**src/design/hdg_pkg.sv**
```systemverilog
// Shared widths, constants, CORDIC angle table and stage payload types for the heading pipeline.
package hdg_pkg;

  // Quaternion component width, two integer bits (Q1.14 at 16 bits)
  localparam int QUAT_WIDTH = 16;
  localparam int QUAT_FRAC  = QUAT_WIDTH - 2;

  // Products of two components, rotation-matrix terms with headroom for the doubling
  localparam int PROD_W = 2 * QUAT_WIDTH;
  localparam int TERM_W = 2 * QUAT_WIDTH + 2;

  // CORDIC datapath: two guard bits cover the gain of about 1.65 on a vector of length < 2^(TERM_W-1)
  localparam int CORDIC_W     = TERM_W + 2;
  localparam int ANGLE_W      = 32;
  localparam int TABLE_LEN    = 24;
  localparam int CORDIC_ITERS = 16;
  localparam int CORDIC_STEPS = (CORDIC_ITERS < TABLE_LEN) ? CORDIC_ITERS : TABLE_LEN;

  // Heading formats
  localparam int CORR_W           = 9;
  localparam int HDG_W            = 16;
  localparam int CENTIDEG_TURN    = 36000;
  localparam int CENTIDEG_PER_DEG = 100;
  localparam int SCALE_W          = 16;                 // holds CENTIDEG_TURN
  localparam int MUL_W            = ANGLE_W + SCALE_W;  // binary angle times centidegrees per turn
  localparam int SUM_W            = HDG_W + 2;          // signed corrected sum before the wrap

  localparam logic [ANGLE_W-1:0] HALF_TURN = ANGLE_W'(1) << (ANGLE_W - 1);

  // atan(2^-n) in binary-angle units (2^32 per turn), rounded to nearest
  localparam logic [ANGLE_W-1:0] ATAN_TURNS [TABLE_LEN] = '{
    32'd536870912, 32'd316933406, 32'd167458907, 32'd85004756, 32'd42667331, 32'd21354465,
    32'd10679838,  32'd5340245,   32'd2670163,   32'd1335087,  32'd667544,   32'd333772,
    32'd166886,    32'd83443,     32'd41722,     32'd20861,    32'd10430,    32'd5215,
    32'd2608,      32'd1304,      32'd652,       32'd326,      32'd163,      32'd81
  };

  typedef struct packed {
    logic signed [PROD_W-1:0] jj;
    logic signed [PROD_W-1:0] kk;
    logic signed [PROD_W-1:0] ij;
    logic signed [PROD_W-1:0] rk;
  } quat_prod_t;

  typedef struct packed {
    logic signed [TERM_W-1:0] x;   // r11
    logic signed [TERM_W-1:0] y;   // -r21
  } rot_term_t;

  typedef struct packed {
    logic signed [CORDIC_W-1:0] x;
    logic signed [CORDIC_W-1:0] y;
    logic [ANGLE_W-1:0]         z;
    logic                       zero;  // both terms were zero: yaw forced to 0
  } cordic_vec_t;

endpackage

```
**src/design/hdg_matrix.sv**
```systemverilog
// Front end: component products, rotation-matrix terms and half-plane folding, three stages.
module hdg_matrix import hdg_pkg::*; (
  input  logic                         clk,
  input  logic                         rst_n,
  input  logic                         in_valid,
  output logic                         in_ready,
  input  logic signed [QUAT_WIDTH-1:0] quat_real,
  input  logic signed [QUAT_WIDTH-1:0] quat_i,
  input  logic signed [QUAT_WIDTH-1:0] quat_j,
  input  logic signed [QUAT_WIDTH-1:0] quat_k,
  output logic                         out_valid,
  input  logic                         out_ready,
  output cordic_vec_t                  out_vec
);

  localparam int NSTG = 3;
  localparam logic signed [TERM_W-1:0] ONE_TERM = TERM_W'(1) << (2 * QUAT_FRAC);

  logic [NSTG-1:0] valid_r;
  logic [NSTG:0]   adv;

  quat_prod_t  prod_r, prod_nxt;
  rot_term_t   term_r, term_nxt;
  cordic_vec_t vec_r, vec_nxt;

  logic signed [TERM_W-1:0] sq_sum;
  logic signed [TERM_W-1:0] cross_sum;

  // a stage moves when it is empty or the one after it moves
  always_comb begin
    adv[NSTG] = out_ready;
    for (int k = NSTG - 1; k >= 0; k--) begin
      adv[k] = ~valid_r[k] | adv[k+1];
    end
  end

  assign in_ready  = adv[0];
  assign out_valid = valid_r[NSTG-1];
  assign out_vec   = vec_r;

  always_comb begin
    prod_nxt.jj = PROD_W'(quat_j) * PROD_W'(quat_j);
    prod_nxt.kk = PROD_W'(quat_k) * PROD_W'(quat_k);
    prod_nxt.ij = PROD_W'(quat_i) * PROD_W'(quat_j);
    prod_nxt.rk = PROD_W'(quat_real) * PROD_W'(quat_k);
  end

  always_comb begin
    sq_sum     = TERM_W'(prod_r.jj) + TERM_W'(prod_r.kk);
    cross_sum  = TERM_W'(prod_r.ij) + TERM_W'(prod_r.rk);
    term_nxt.x = ONE_TERM - (sq_sum <<< 1);
    term_nxt.y = -(cross_sum <<< 1);
  end

  // left half plane: turn by half a turn so the CORDIC sees x >= 0
  always_comb begin
    vec_nxt.zero = (term_r.x == '0) && (term_r.y == '0);
    if (term_r.x[TERM_W-1]) begin
      vec_nxt.x = -CORDIC_W'(term_r.x);
      vec_nxt.y = -CORDIC_W'(term_r.y);
      vec_nxt.z = HALF_TURN;
    end else begin
      vec_nxt.x = CORDIC_W'(term_r.x);
      vec_nxt.y = CORDIC_W'(term_r.y);
      vec_nxt.z = '0;
    end
  end

  always_ff @(posedge clk) begin
    if (!rst_n) begin
      valid_r <= '0;
    end else begin
      if (adv[0]) valid_r[0] <= in_valid;
      for (int k = 1; k < NSTG; k++) begin
        if (adv[k]) valid_r[k] <= valid_r[k-1];
      end
    end
  end

  always_ff @(posedge clk) begin
    if (adv[0]) prod_r <= prod_nxt;
    if (adv[1]) term_r <= term_nxt;
    if (adv[2]) vec_r  <= vec_nxt;
  end

endmodule

```
**config.mk**
```make
export PLATFORM = sky130hd
export DESIGN_NAME = hdg_matrix
export DESIGN_NICKNAME = d
export VERILOG_FILES = /design/src/design/hdg_pkg.sv /design/src/design/hdg_matrix.sv
export SDC_FILE = /design/constraint.sdc
export NUM_CORES = 2
export LEC_CHECK = 0
export CAP_MARGIN = 25
export CORE_MARGIN = 2
export CORE_UTILIZATION = 55
export CTS_CLUSTER_SIZE = 14
export DETAILED_ROUTE_END_ITERATION = 12
export DONT_BUFFER_PORTS = 1
export GPL_TIMING_DRIVEN = 0
export PLACE_DENSITY = 0.75
export SLEW_MARGIN = 20
export SYNTH_ARGS = -nofsm -noshare
export SYNTH_HDL_FRONTEND = slang
export SYNTH_SLANG_ARGS = --single-unit
```
**constraint.sdc**
```tcl
create_clock -name clk -period 7.48 [get_ports clk]
set_input_delay 1.122 -clock clk [delete_from_list [all_inputs] [get_ports clk]]
set_output_delay 1.122 -clock clk [all_outputs]
set_load 0.01 [all_outputs]
```
==> run summary <==
Overall Global Routing Usage = 27.14%
Largest net degree at the start of global routing = 67
Most instantiated cells after synthesis = inv_1 (1275), fa_1 (994), nand2_1 (479), ha_1 (413), and2_1 (347)
Final setup skew = 0.01895 ns
Finished layout cell area = 0.05434 sq mm
Die height = 309.6 microns
Syn Inst Count = 5253
Fin Hold WS = 0.4774 ns
Yosys cell types = 85
Top Metal Used = met5
Crit path from = quat_j[9]
R2r startpoint = prod_r[66]$_DFFE_PP_
Synthesized area = 0.05136 sq mm
DR pass1 iterations = 6
RR Endpoint = term_r[67]$_DFFE_PP_
Final worst path period need = 7.342 ns
Hold Path Stages = 0
Area leader, netlist = fa_1
Largest family of logic cells by synthesized area = adder cells
CP arrival = 7.65 ns
First-pass GRT wire length = 199900 microns
Fin. max-slew vios = 0
Num CTS Buffers = 29
Row cnt = 112
RSZ-0062 raised after global routing = no
Final net count = 6800
GRT Residual Overflow = 0
Core box area = 0.09291 sq mm
Area of the multi-input gates = 0.03798 sq mm
Cell family with most CP delay = adder cells
Critical Path RT = 7.79 ns
Detailed placer's ending HPWL = 104900 microns
Simple-gate share of the synthesized area = 12.54%
TritonCTS Sinks = 267
Hold_sp = term_r[1]$_DFFE_PP_
Initial Util = 55.28%
Clock transition at the registers of the reported paths = 0.06 ns
FF+latch count, synth = 267
Hold crit path type = reg -> reg
Largest stage delay on the critical path = 0.53 ns
CP endpoint kind = flop
Metal-1 WL = 48810 microns
Slowest CP cell = fa_1
Die area = 0.09584 sq mm
Vias in the first global route = 37190
Met3 Wirelength = 12040 microns
FF-to-FF setup slack = 1.61 ns
H-tree Lvls = 1
Sequential share of the synthesized area = 15.55%
Compound-gate portion of the synthesized area = 6.797%
Avg Cell Area, Syn = 9.777 sq um
Multiplexer share of the synthesized area = 0.05847%
Startpoint Class = primary input
Worst-path fanout max = 10
Fin crit share = 98.15%
Die width = 309.6 microns
Dpl ws = -1.366 ns
Cells on worst reg2reg path = 13
Commonest register cell after synthesis = edfxtp_1
Via count = 36330
Initial antenna violation count = 6
Starting DRT DRC Count = 3343
CTS tree = built
Layout cell share with drive strength beyond 1 = 3.834%
Vias/cell = 5.498
Slew headroom = 31.44%
Io pins = 175
Count of buffer and inverter cells on the critical path = 7
Final Hold Viols = 0
Most common cell in the netlist = inv_1
Synth Area in XOR/XNOR = 5.270%
Crit path top cell by count = fa_1
Hold Path End = out_vec[34]$_DFFE_PP_
Kind of critical path = in -> reg
Actual slew at the worst max-slew pin = 1.014 ns
Adder-cell share of the synthesized area = 48.81%
Number of flops mapped to enable cells by yosys = 264
Synth area leaders = fa_1 (39%), edfxtp_1 (15%), ha_1 (10%)
Ys async rst share = 0%
Port Buffers = 0
Antenna-violating nets left = 0
FMAX = 0.1362 GHz
Share of the synthesized area in the top cell type = 38.75%
Sequential standard cell area = 0.007988 sq mm
Clock latency on the worst-skew pair = 0.59 ns
GP Congestion = 0.9246
Final setup fails = 0
Fillers = 7765
Yosys warnings = 0
Longest Clk Path Bufs = 3
Met2 WL = 58290 microns
Dpl cell area = 0.05318 sq mm
Layout area overhead = 5.803%
DRC Markers = 0
Post-Route WL = 125300 microns
MaxCap Viol Count = 0
Wire per inst = 18.96 microns
Outcome = finished, final reports clean
Setup ws final = 0.1381 ns
CTS root buf = clkbuf_16
## metrics by stage
| stage | util (%) | setup TNS [ns] | cells |
|---|---|---|---|
| final | 58.48 | 0 | 6607 |
| after global routing | 58.47 | 0 | 6602 |
| after CTS | 58.33 | 0 | 6598 |
| after detailed placement | 57.24 | -35.09 | 6545 |
| after global placement | 57.10 | -95.88 | 6541 |
| after floorplan | - | 0 | 5287 |
## routing by layer
layer,vias up,track usage (%)
met4,4,10.59
li1,16270,-
met3,335,5.738
met1,18140,36.18
met2,1573,43.55
met5,-,0.3539
## cells in the final DEF, fill, tap and decap left out, drive strengths merged, types with 51 or more instances in the layout
cell,netlist,final
inv,1275,1277
fa,994,994
nand2,479,479
ha,413,413
and2,348,348
edfxtp,264,264
xnor2,245,245
clkbuf,147,174
nor2,152,152
a21oi,143,143
o21ai,96,96
xor2,64,64
a21o,56,56
buf,36,51
## worst reg2reg max path: stages (launching register included)
cell,delay (ns)
edfxtp_1,0.50
ha_1,0.30
fa_1,0.47
a211oi_2,0.32
o21bai_1,0.11
a211o_1,0.33
a2111o_1,0.49
nor4_2,0.32
or3b_1,0.44
or4b_4,0.58
nor4b_4,0.42
o22ai_2,0.19
o32a_1,0.38
nor4_2,0.72
## logic make-up (layout without fill, tap and decap cells)
| logic type | after synthesis | in the layout |
|---|---|---|
| xor gates and xnor gates | 309 | 309 |
| and+or+nand+nor | 1279 | 1279 |
| other | 1 | 41 |
| buffers and inverters | 1460 | 1520 |
| AOI/OAI and AO/OA | 527 | 527 |
| DFF | 267 | 267 |
| adders and majority gates | 1407 | 1407 |
| muxes | 3 | 3 |
## final cells by class
| class | count | share of cell area (%) |
|---|---|---|
| clock inverter | 18 | 0.3293 |
| tap | 1254 | 2.888 |
| timing repair buffer | 8 | 0.2464 |
| inverter | 1276 | 8.819 |
| multi-input combinational | 3560 | 69.90 |
| sequential | 267 | 14.70 |
| clock buffer | 35 | 1.377 |
| antenna | 6 | 0.02763 |
| buffer | 183 | 1.711 |
## how the worst max path moves through the flow
stage,end,slack [ns],cells after the start
floorplan,prod_r[62]$_DFFE_PP_,0.27,23
global route,prod_r[87]$_DFFE_PP_,0.006,22
finish,prod_r[62]$_DFFE_PP_,0.14,25
CTS,prod_r[62]$_DFFE_PP_,0.005,22
detailed placement,prod_r[95]$_DFFE_PP_,-1.37,23
global placement,prod_r[63]$_DFFE_PP_,-1.22,23
## what timing repair did
item | CTS | global route
hold buffers | 0 | 0
pin swaps | 0 | 2
resized for setup | 47 | 75
setup buffers | 0 | 2
setup endpoints to repair | 31 | 19
## flip-flops by register name, indices dropped and copies added (netlist names)
name / cells
valid_r: 3
out_vec: 72
term_r: 66
prod_r: 126
Power is not shown: default switching activity piles up to over one toggle a cycle in this logic, so the estimate is an artifact.
