[config.mk]
export PLATFORM = sky130hd
export DESIGN_NAME = hdg_scale
export DESIGN_NICKNAME = d
export VERILOG_FILES = /design/src/design/hdg_pkg.sv /design/src/design/hdg_scale.sv
export SDC_FILE = /design/constraint.sdc
export NUM_CORES = 1
export LEC_CHECK = 0
export BUFFER_PORTS_ARGS = -buffer_cell sky130_fd_sc_hd__clkbuf_2
export CAP_MARGIN = 5
export CORE_MARGIN = 5
export CORE_UTILIZATION = 35
export CTS_BUF_LIST = sky130_fd_sc_hd__clkbuf_16
export DETAILED_ROUTE_END_ITERATION = 8
export GPL_TIMING_DRIVEN = 0
export PLACE_DENSITY = 0.58
export SLEW_MARGIN = 20
export SYNTH_ARGS = -nofsm -noshare
export SYNTH_HDL_FRONTEND = slang
export SYNTH_SLANG_ARGS = --single-unit
[constraint.sdc]
create_clock -name clk -period 7.1 [get_ports clk]
set_input_delay 0.71 -clock clk [delete_from_list [all_inputs] [get_ports clk]]
set_output_delay 0.71 -clock clk [all_outputs]
set_load 0.005 [all_outputs]
[src/design/hdg_pkg.sv]
// Shared widths, constants, CORDIC angle table and stage payload types for the heading pipeline.
package hdg_pkg;

  // Quaternion component width, two integer bits (Q1.14 at 16 bits)
  localparam int QUAT_WIDTH = 16;
  localparam int QUAT_FRAC  = QUAT_WIDTH - 2;

  // Products of two components, rotation-matrix terms with headroom for the doubling
  localparam int PROD_W = 2 * QUAT_WIDTH;
  localparam int TERM_W = 2 * QUAT_WIDTH + 2;

  // CORDIC datapath: two guard bits cover the gain of about 1.65 on a vector of length < 2^(TERM_W-1)
  localparam int CORDIC_W     = TERM_W + 2;
  localparam int ANGLE_W      = 32;
  localparam int TABLE_LEN    = 24;
  localparam int CORDIC_ITERS = 16;
  localparam int CORDIC_STEPS = (CORDIC_ITERS < TABLE_LEN) ? CORDIC_ITERS : TABLE_LEN;

  // Heading formats
  localparam int CORR_W           = 9;
  localparam int HDG_W            = 16;
  localparam int CENTIDEG_TURN    = 36000;
  localparam int CENTIDEG_PER_DEG = 100;
  localparam int SCALE_W          = 16;                 // holds CENTIDEG_TURN
  localparam int MUL_W            = ANGLE_W + SCALE_W;  // binary angle times centidegrees per turn
  localparam int SUM_W            = HDG_W + 2;          // signed corrected sum before the wrap

  localparam logic [ANGLE_W-1:0] HALF_TURN = ANGLE_W'(1) << (ANGLE_W - 1);

  // atan(2^-n) in binary-angle units (2^32 per turn), rounded to nearest
  localparam logic [ANGLE_W-1:0] ATAN_TURNS [TABLE_LEN] = '{
    32'd536870912, 32'd316933406, 32'd167458907, 32'd85004756, 32'd42667331, 32'd21354465,
    32'd10679838,  32'd5340245,   32'd2670163,   32'd1335087,  32'd667544,   32'd333772,
    32'd166886,    32'd83443,     32'd41722,     32'd20861,    32'd10430,    32'd5215,
    32'd2608,      32'd1304,      32'd652,       32'd326,      32'd163,      32'd81
  };

  typedef struct packed {
    logic signed [PROD_W-1:0] jj;
    logic signed [PROD_W-1:0] kk;
    logic signed [PROD_W-1:0] ij;
    logic signed [PROD_W-1:0] rk;
  } quat_prod_t;

  typedef struct packed {
    logic signed [TERM_W-1:0] x;   // r11
    logic signed [TERM_W-1:0] y;   // -r21
  } rot_term_t;

  typedef struct packed {
    logic signed [CORDIC_W-1:0] x;
    logic signed [CORDIC_W-1:0] y;
    logic [ANGLE_W-1:0]         z;
    logic                       zero;  // both terms were zero: yaw forced to 0
  } cordic_vec_t;

endpackage

[src/design/hdg_scale.sv]
// Back end: binary angle to centidegrees, mounting correction and wrap into 0..35999.
module hdg_scale import hdg_pkg::*; (
  input  logic                     clk,
  input  logic                     rst_n,
  input  logic                     in_valid,
  output logic                     in_ready,
  input  cordic_vec_t              in_vec,
  input  logic signed [CORR_W-1:0] corr_deg,
  output logic                     out_valid,
  input  logic                     out_ready,
  output logic [HDG_W-1:0]         heading
);

  localparam int NSTG = 3;
  localparam logic [MUL_W-1:0] ROUND_HALF = MUL_W'(1) << (ANGLE_W - 1);

  logic [NSTG-1:0] valid_r;
  logic [NSTG:0]   adv;

  logic [ANGLE_W-1:0]      angle;
  logic [MUL_W-1:0]        prod_r, prod_nxt;
  logic [MUL_W-1:0]        rounded;
  logic [HDG_W-1:0]        cd_r, cd_nxt;
  logic signed [SUM_W-1:0] corr_cd;
  logic signed [SUM_W-1:0] sum;
  logic [HDG_W-1:0]        heading_r, heading_nxt;

  always_comb begin
    adv[NSTG] = out_ready;
    for (int k = NSTG - 1; k >= 0; k--) begin
      adv[k] = ~valid_r[k] | adv[k+1];
    end
  end

  assign in_ready  = adv[0];
  assign out_valid = valid_r[NSTG-1];
  assign heading   = heading_r;

  assign angle    = in_vec.zero ? '0 : in_vec.z;
  assign prod_nxt = MUL_W'(angle) * MUL_W'(CENTIDEG_TURN);

  // round half up; a full turn folds back to zero
  always_comb begin
    rounded = prod_r + ROUND_HALF;
    cd_nxt  = rounded[MUL_W-1:ANGLE_W];
    if (32'(cd_nxt) >= CENTIDEG_TURN) cd_nxt = '0;
  end

  // sum lies in (-36000, 72000): one correction either way
  always_comb begin
    corr_cd = SUM_W'(corr_deg) * SUM_W'(CENTIDEG_PER_DEG);
    sum     = SUM_W'(cd_r) + corr_cd;
    if (sum[SUM_W-1]) begin
      heading_nxt = HDG_W'(sum + SUM_W'(CENTIDEG_TURN));
    end else if ($unsigned(sum) >= SUM_W'(CENTIDEG_TURN)) begin
      heading_nxt = HDG_W'(sum - SUM_W'(CENTIDEG_TURN));
    end else begin
      heading_nxt = HDG_W'(sum);
    end
  end

  always_ff @(posedge clk) begin
    if (!rst_n) begin
      valid_r <= '0;
    end else begin
      if (adv[0]) valid_r[0] <= in_valid;
      for (int k = 1; k < NSTG; k++) begin
        if (adv[k]) valid_r[k] <= valid_r[k-1];
      end
    end
  end

  always_ff @(posedge clk) begin
    if (adv[0]) prod_r    <= prod_nxt;
    if (adv[1]) cd_r      <= cd_nxt;
    if (adv[2]) heading_r <= heading_nxt;
  end

endmodule

==> metrics, run 1 <==
Setup-failing EPs final 0; drt first pass iters 4; count of port buffers added during placement 63; Final Hold Fails 0; Num CTS Buffers 5; top_reg_cell synth edfxtp_1; nets 1476; DR vias 6656; Routability Congestion 0.810; Register Area 0.00153 mm²; Pleak 5.53 nW; Cells after Synth 977; Worst path top cell family by delay adder cells; CTS tree yes; CTS max path bufs 2; pin count of the biggest net entering global routing 20; Worst-Margin Slew 0.788 ns; number of enable flip-flop cells after synthesis 49; Final Power 3.33 mW; Area Growth Syn to Fin 9.34%; CTS H-tree lvls 2; I/O pins 136; vias in the first global route 6758; Crit path required time 7.12 ns; Syn Area/Cell 9.74 µm²; Post-Syn Area 0.00952 mm²; Core Rows 60; Multi-input gate area 0.00724 mm²; highest cell delay on the worst timing path 0.63 ns; DR iter-0 viols 161; clock slew at reported path FFs 0.07 ns; post-synth net total 1406; chip height 175 µm; first-pass GRT wire length 31600 µm; count of pins over their slew limit 0; HP Class flip-flop to flip-flop; Max-Cap Viols 0; Residual DRC 0; top cells by area, synth ha_1 (29%), fa_1 (19%), edfxtp_1 (15%); GRT Residual Overflow 0; top-count cell post-synth ha_1; Max transition margin 47.3%; # clock sinks 52; CP Launch Type input pin; IR drop worst, VDD 0.172 mV; critical path type input pin to flip-flop; crit end category flip-flop; Detailed Place HPWL 16100 µm; fraction of layout cells with a size suffix above 1 8.87%; worst slack at placement 0.518 ns; largest area contributor in the netlist ha_1; FMAX 161 MHz; Detail Route Antenna Nets 0; Post-CTS Setup Bufs 0; Seq cells post-synth 52; Overall Global Routing Usage 12.3%; worst path bufs/invs 4; Setup Skew 0.00566 ns; status finished clean; post_cts resized 0; Ys Warns 0; Sum Neg Setup Slack 0 ns; period utilization 87.4%; # hold bufs at CTS 0; CP max stage cell nor2b_1; fillers 2708; Cell Chain, Critical Path clkbuf_2 > clkbuf_1 > nor2b_1 > ha_1 > ha_1 > inv_1 > fa_1 > inv_1 > fa_1 > fa_1 > ha_1 > a21o_1 > a211oi_1 > o21ai_0 > o221a_2 > nor2_1 > o21bai_1 > a221oi_1 > nand2b_1 > a22oi_1; core area 0.0269 mm²; final setup margin 0.891 ns; RSZ-0062 raised after global routing false; Die Width 175 µm; final cell utilization of the core 38.7%; Power Density 320 mW/mm²; initial antenna violation count 0; synth cell count leaders ha_1 (223), inv_1 (183), fa_1 (88), nor2_1 (57), edfxtp_1 (49); CTS root buf clkbuf_16; Worst Path Arrival 6.23 ns; Starting Density 35.4%; per-cell routed wire length 13.1 µm; unique cell type count in the Yosys netlist 67; total routed wirelength 18200 µm; antenna cells 0; sequential area share after synthesis 16.1%; share of the synthesized area in the top cell type 29.3%; Async S/R FF share, synth 0%; DR vias/cell 4.79; die area 0.0306 mm²; clk_lat worst skew 0.30 ns; Final Critical Period 6.21 ns; CP max FO 10
final cells by class:
type	count	area share (%)
Clock buffer	5	1.20
Timing Repair Buffer	63	3.03
Sequential cell	52	14.7
Tap cell	341	4.10
Multi-Input combinational cell	729	69.6
Buffer	13	0.529
Inverter	183	6.60
Clock inverter	3	0.204
per-layer routing:
layer	GRT usage (%)	part of all wire (%)
met1	16.8	48
met2	21.7	49
met3	1.25	2.9
met4	1.73	0.71
met5	0	0
state kept, by name (all words and copies together) (netlist names):
signal and flops:
prod_r 17, valid_r 3, cd_r 16, heading 16
final timing paths:
path / from / endpoint / slack, ns / cells past startpoint
max: in_vec[0] / prod_r[41]$_DFFE_PP_ / 0.89 / 20
min: cd_r[1]$_SDFFCE_PP0P_ / heading[1]$_DFFE_PP_ / 0.42 / 0
max reg2reg: cd_r[2]$_SDFFCE_PP0P_ / heading[6]$_DFFE_PP_ / 3.67 / 12
min reg2reg: cd_r[1]$_SDFFCE_PP0P_ / heading[1]$_DFFE_PP_ / 0.42 / 0
report_power, final:
part | total, mW | switching [mW] | internal [mW]
registers | 0.645 | 0.0727 | 0.572
clock network | 0.238 | 0.107 | 0.131
logic | 2.45 | 1.41 | 1.04
total | 3.33 | 1.59 | 1.74
cell families after synthesis:
family | share of synthesized area (%)
flops | 16.1
fa+ha+maj | 47.8
xor+xnor | 5.15
simple gates | 10.7
compound gates | 11.8
mux | 0.671
buf+inv | 7.80
cells in the final DEF, fill, tap and decap left out, types with 6 or more instances in the layout:
| master | Yosys | layout |
|---|---|---|
| a211oi_1 | 10 | 10 |
| a21o_1 | 20 | 20 |
| a21oi_1 | 35 | 35 |
| a31oi_1 | 7 | 7 |
| and3_1 | 6 | 6 |
| clkbuf_1 | 8 | 8 |
| clkbuf_2 | 0 | 63 |
| edfxtp_1 | 49 | 49 |
| fa_1 | 88 | 88 |
| ha_1 | 223 | 223 |
| inv_1 | 183 | 183 |
| nand2_1 | 34 | 34 |
| nand2b_1 | 7 | 7 |
| nand3_1 | 18 | 18 |
| nand4_1 | 6 | 6 |
| nor2_1 | 57 | 57 |
| nor2b_1 | 38 | 38 |
| nor3_1 | 8 | 8 |
| o21a_1 | 6 | 6 |
| o21ai_0 | 26 | 26 |
| o21bai_1 | 6 | 6 |
| xnor2_1 | 31 | 31 |
| xor2_1 | 25 | 25 |
stage by stage:
stage | hold WS, ns | area [µm²] | std cells
6_report | 0.422 | 10400 | 1389
2_1_floorplan | 0.400 | 9520 | 977
3_5_place_dp | 0.405 | 10300 | 1381
5_1_grt | 0.432 | 10400 | 1389
3_3_place_gp | 0.406 | 10300 | 1381
4_1_cts | 0.426 | 10400 | 1389
(Power assumes the default switching activity.)
==> run 2, diff against run 1 <==
--- a/config.mk
+++ b/config.mk
@@ -5,6 +5,7 @@
 export SDC_FILE = /design/constraint.sdc
 export NUM_CORES = 1
 export LEC_CHECK = 0
+export ABC_AREA = 1
 export BUFFER_PORTS_ARGS = -buffer_cell sky130_fd_sc_hd__clkbuf_2
 export CAP_MARGIN = 5
 export CORE_MARGIN = 5
==> run 2 against run 1 <==
Effect of this change:
- sequential share of layout area fell by 1.7 points
- utilization fell by 0.18 points
- final area rose by 13%
- worst hold slack improved by 0.00068 ns
- clock power rose by 6%
- critical path depth fell by 2
- clock skew fell by 0.00073 ns
- final cell count rose by 33%
- register-to-register slack improved by 0.55 ns
- sequential power fell by 5.3%
- fmax rose by 2.6%
- critical path type unchanged
- critical endpoint is now prod_r[42]$_DFFE_PP_
- largest power group unchanged
- highest routed layer unchanged
==> metrics, run 2 <==
Worst path top cell family by delay adder cells; switching power total 2.16 mW (+36%); Num CTS Buffers 5 (unchanged); Sequential Power Share 15.4% (-4.0 points); simple-gate share of the synthesized area 20.4% (+9.7 points); unique cell type count in the Yosys netlist 46 (-31%); Setup-failing EPs final 0 (unchanged); Worst-Margin Slew 0.776 ns (-0.0123 ns); CTS root buf clkbuf_16; Largest register FFs 17 (unchanged); post-synthesis mux area share 0% (-0.67 points); Sw Share 54.6% (+6.8 points); post-synth net total 1808 (+29%); Starting Density 35.4% (about the same); Async S/R FF share, synth 0% (unchanged); Compound-Gate Fraction of Synth Area 7.87% (-3.9 points); chip height 186 µm (+6.3%); clock slew at reported path FFs 0.07 ns (about the same); Final Hold Fails 0 (unchanged); # hold bufs at CTS 0 (unchanged); xor and xnor area share after synthesis 3.87% (-1.3 points); largest area contributor in the netlist ha_1; highest-count cells in the layout ignoring fill and taps inv_1 (319), nand2_1 (235), ha_1 (223), nor2_1 (119), fa_1 (88); Max-Cap Viols 0 (unchanged); share of the synthesized area in the top cell type 25.8% (-3.5 points); Setup Skew 0.00493 ns (-0.000730 ns); clk_lat worst skew 0.30 ns (about the same); DR vias 8710 (+31%); Crit path required time 7.14 ns (+0.02 ns); core area 0.0306 mm² (+14%); Power Density 336 mW/mm² (+5.0%); final instance area 0.0118 mm² (+13%); fraction of layout cells with a size suffix above 1 8.21% (-0.67 points); first-pass GRT wire length 40600 µm (+28%); Syn Area/Cell 7.85 µm² (-19%); DR vias/cell 4.72 (-1.5%); Post-CTS Setup Bufs 0 (unchanged); drt first pass iters 4 (unchanged); GRT Residual Overflow 0 (unchanged); most flop-heavy register prod_r; Combinational Power Share 78.2% (+4.7 points); adder-cell area share of the yosys netlist 42.1% (-5.8 points); clock network power share 6.4% (-0.8 points); Detail Route Antenna Nets 0 (unchanged); HP Class flip-flop to flip-flop; Ys Warns 0 (unchanged); top cells by area, synth ha_1 (26%), fa_1 (16%), edfxtp_1 (14%); top-count cell post-synth inv_1; pin count of the biggest net entering global routing 20 (unchanged); RSZ-0062 raised after global routing false; worst path bufs/invs 5 (+1); period utilization 85.2% (-2.2 points); final setup margin 1.05 ns (+0.160 ns); critical path type input pin to flip-flop; Core Rows 64 (+6.7%); CP max FO 10 (unchanged); post_cts resized 0 (unchanged); count of port buffers added during placement 63 (unchanged); I/O pins 136 (unchanged); CP Launch Type input pin; CP max stage cell fa_1; crit end category flip-flop; # clock sinks 52 (unchanged); Worst Path Arrival 6.09 ns (-0.14 ns); Final Critical Period 6.05 ns (-0.160 ns); per-cell routed wire length 12.9 µm (-1.6%); FMAX 165 MHz (+2.6%); largest family of logic cells by synthesized area adder cells; Post-Syn Area 0.0108 mm² (+14%); most common cell after layout, fill and taps aside inv_1; CTS tree yes; fillers 3250 (+20%); Cell Chain, Critical Path clkbuf_2 > clkbuf_1 > buf_1 > nor2_1 > ha_1 > ha_1 > fa_1 > inv_1 > fa_1 > inv_1 > fa_1 > ha_1 > a21oi_1 > a21boi_0 > o21ai_0 > a221oi_1 > nand3_1 > xor2_1; antenna cells 0 (unchanged); Cells after Synth 1379 (+41%); IR drop worst, VDD 0.206 mV (+20%); count of pins over their slew limit 0 (unchanged); Routability Congestion 0.887 (+9.4%); nets 1878 (+27%); Max transition margin 48.1% (+0.84 points); worst slack at placement 0.681 ns (+0.163 ns); synth cell count leaders inv_1 (319), nand2_1 (235), ha_1 (223), nor2_1 (119), fa_1 (88); DR iter-0 viols 224 (+39%); Overall Global Routing Usage 14.2% (+1.9 points); Area Growth Syn to Fin 8.90%; die area 0.0345 mm² (+13%); status finished clean; Pleak 6.74 nW (+22%); dpl cell area 0.0116 mm² (+13%); Residual DRC 0 (unchanged); CTS H-tree lvls 2 (unchanged); Detailed Place HPWL 21500 µm (+33%); Die Width 186 µm (+6.3%); CTS max path bufs 2 (unchanged); Sum Neg Setup Slack 0 ns (unchanged); sequential area share after synthesis 14.2% (-1.9 points); top_reg_cell synth edfxtp_1; Final Power 3.96 mW (+19%); total routed wirelength 23700 µm (+31%); number of enable flip-flop cells after synthesis 49 (unchanged); Seq cells post-synth 52 (unchanged); initial antenna violation count 0 (unchanged); Int Pwr 1.80 mW (+3.5%); highest cell delay on the worst timing path 0.54 ns (-0.09 ns); vias in the first global route 8722 (+29%)
-- run 2: changes by cell type after synthesis, sizes merged, moves of 23 or more --
cell and change:
nand3 +46, nand2 +225, nor2b -38, nor2 +68
a21oi +40, nand4 +23, inv +138
-- run 2: metal layers --
| layer | part of all wire [%] | wire length, µm | global-route usage (%) | up-vias |
|---|---|---|---|---|
| li1 | - | - | - | 4560 |
| met1 | 46 | 11000 | 18.4 | 4026 |
| met2 | 50 | 11900 | 26.3 | 103 |
| met3 | 2.2 | 521 | 0.938 | 21 |
| met4 | 1.3 | 308 | 2.48 | 0 |
| met5 | 0 | 0 | 0 | - |
-- run 2: final cells by class --
type / count / area [µm²] / share of cell area [%]
multi-input cells: 998 / 8030 / 68.2
flip-flops and latches: 52 / 1530 / 13.0
inverters: 322 / 1210 / 10.3
well taps: 396 / 495 / 4.20
repair buffers: 63 / 315 / 2.68
clock buffers: 5 / 125 / 1.06
plain buffers: 7 / 46.3 / 0.393
clock inverters: 3 / 27.5 / 0.234
-- run 2: metrics by stage --
stage               cells  util [%]  hold slack [ns]
global placement     1838      38.0            0.405
global route         1846      38.5            0.431
floorplan            1379         -            0.400
CTS                  1846      38.5            0.426
detailed placement   1838      38.0            0.408
finish               1846      38.5            0.423
-- run 2: cells by family after synthesis --
logic type	after synthesis
xor+xnor	47
simple gates	493
fa+ha+maj	311
compound gates	147
flops	52
buf+inv	329
-- run 2: final timing paths --
check,from,endpoint,slack (ns),cells after the start
max,in_vec[0],prod_r[42]$_DFFE_PP_,1.05,18
min,cd_r[1]$_SDFFCE_PP0P_,heading[1]$_DFFE_PP_,0.42,0
max reg2reg,cd_r[2]$_SDFFCE_PP0P_,heading[11]$_DFFE_PP_,4.22,20
min reg2reg,cd_r[1]$_SDFFCE_PP0P_,heading[1]$_DFFE_PP_,0.42,0
-- run 2: power groups by stage --
stage / combinational (mW) / clock (mW) / sequential, mW
finish: 3.10 / 0.252 / 0.611
global route: 3.56 / 0.272 / 0.626
CTS: 3.12 / 0.261 / 0.612
detailed placement: 3.10 / 0 / 0.619
global placement: 3.06 / 0 / 0.617
floorplan: 2.44 / 0 / 0.607
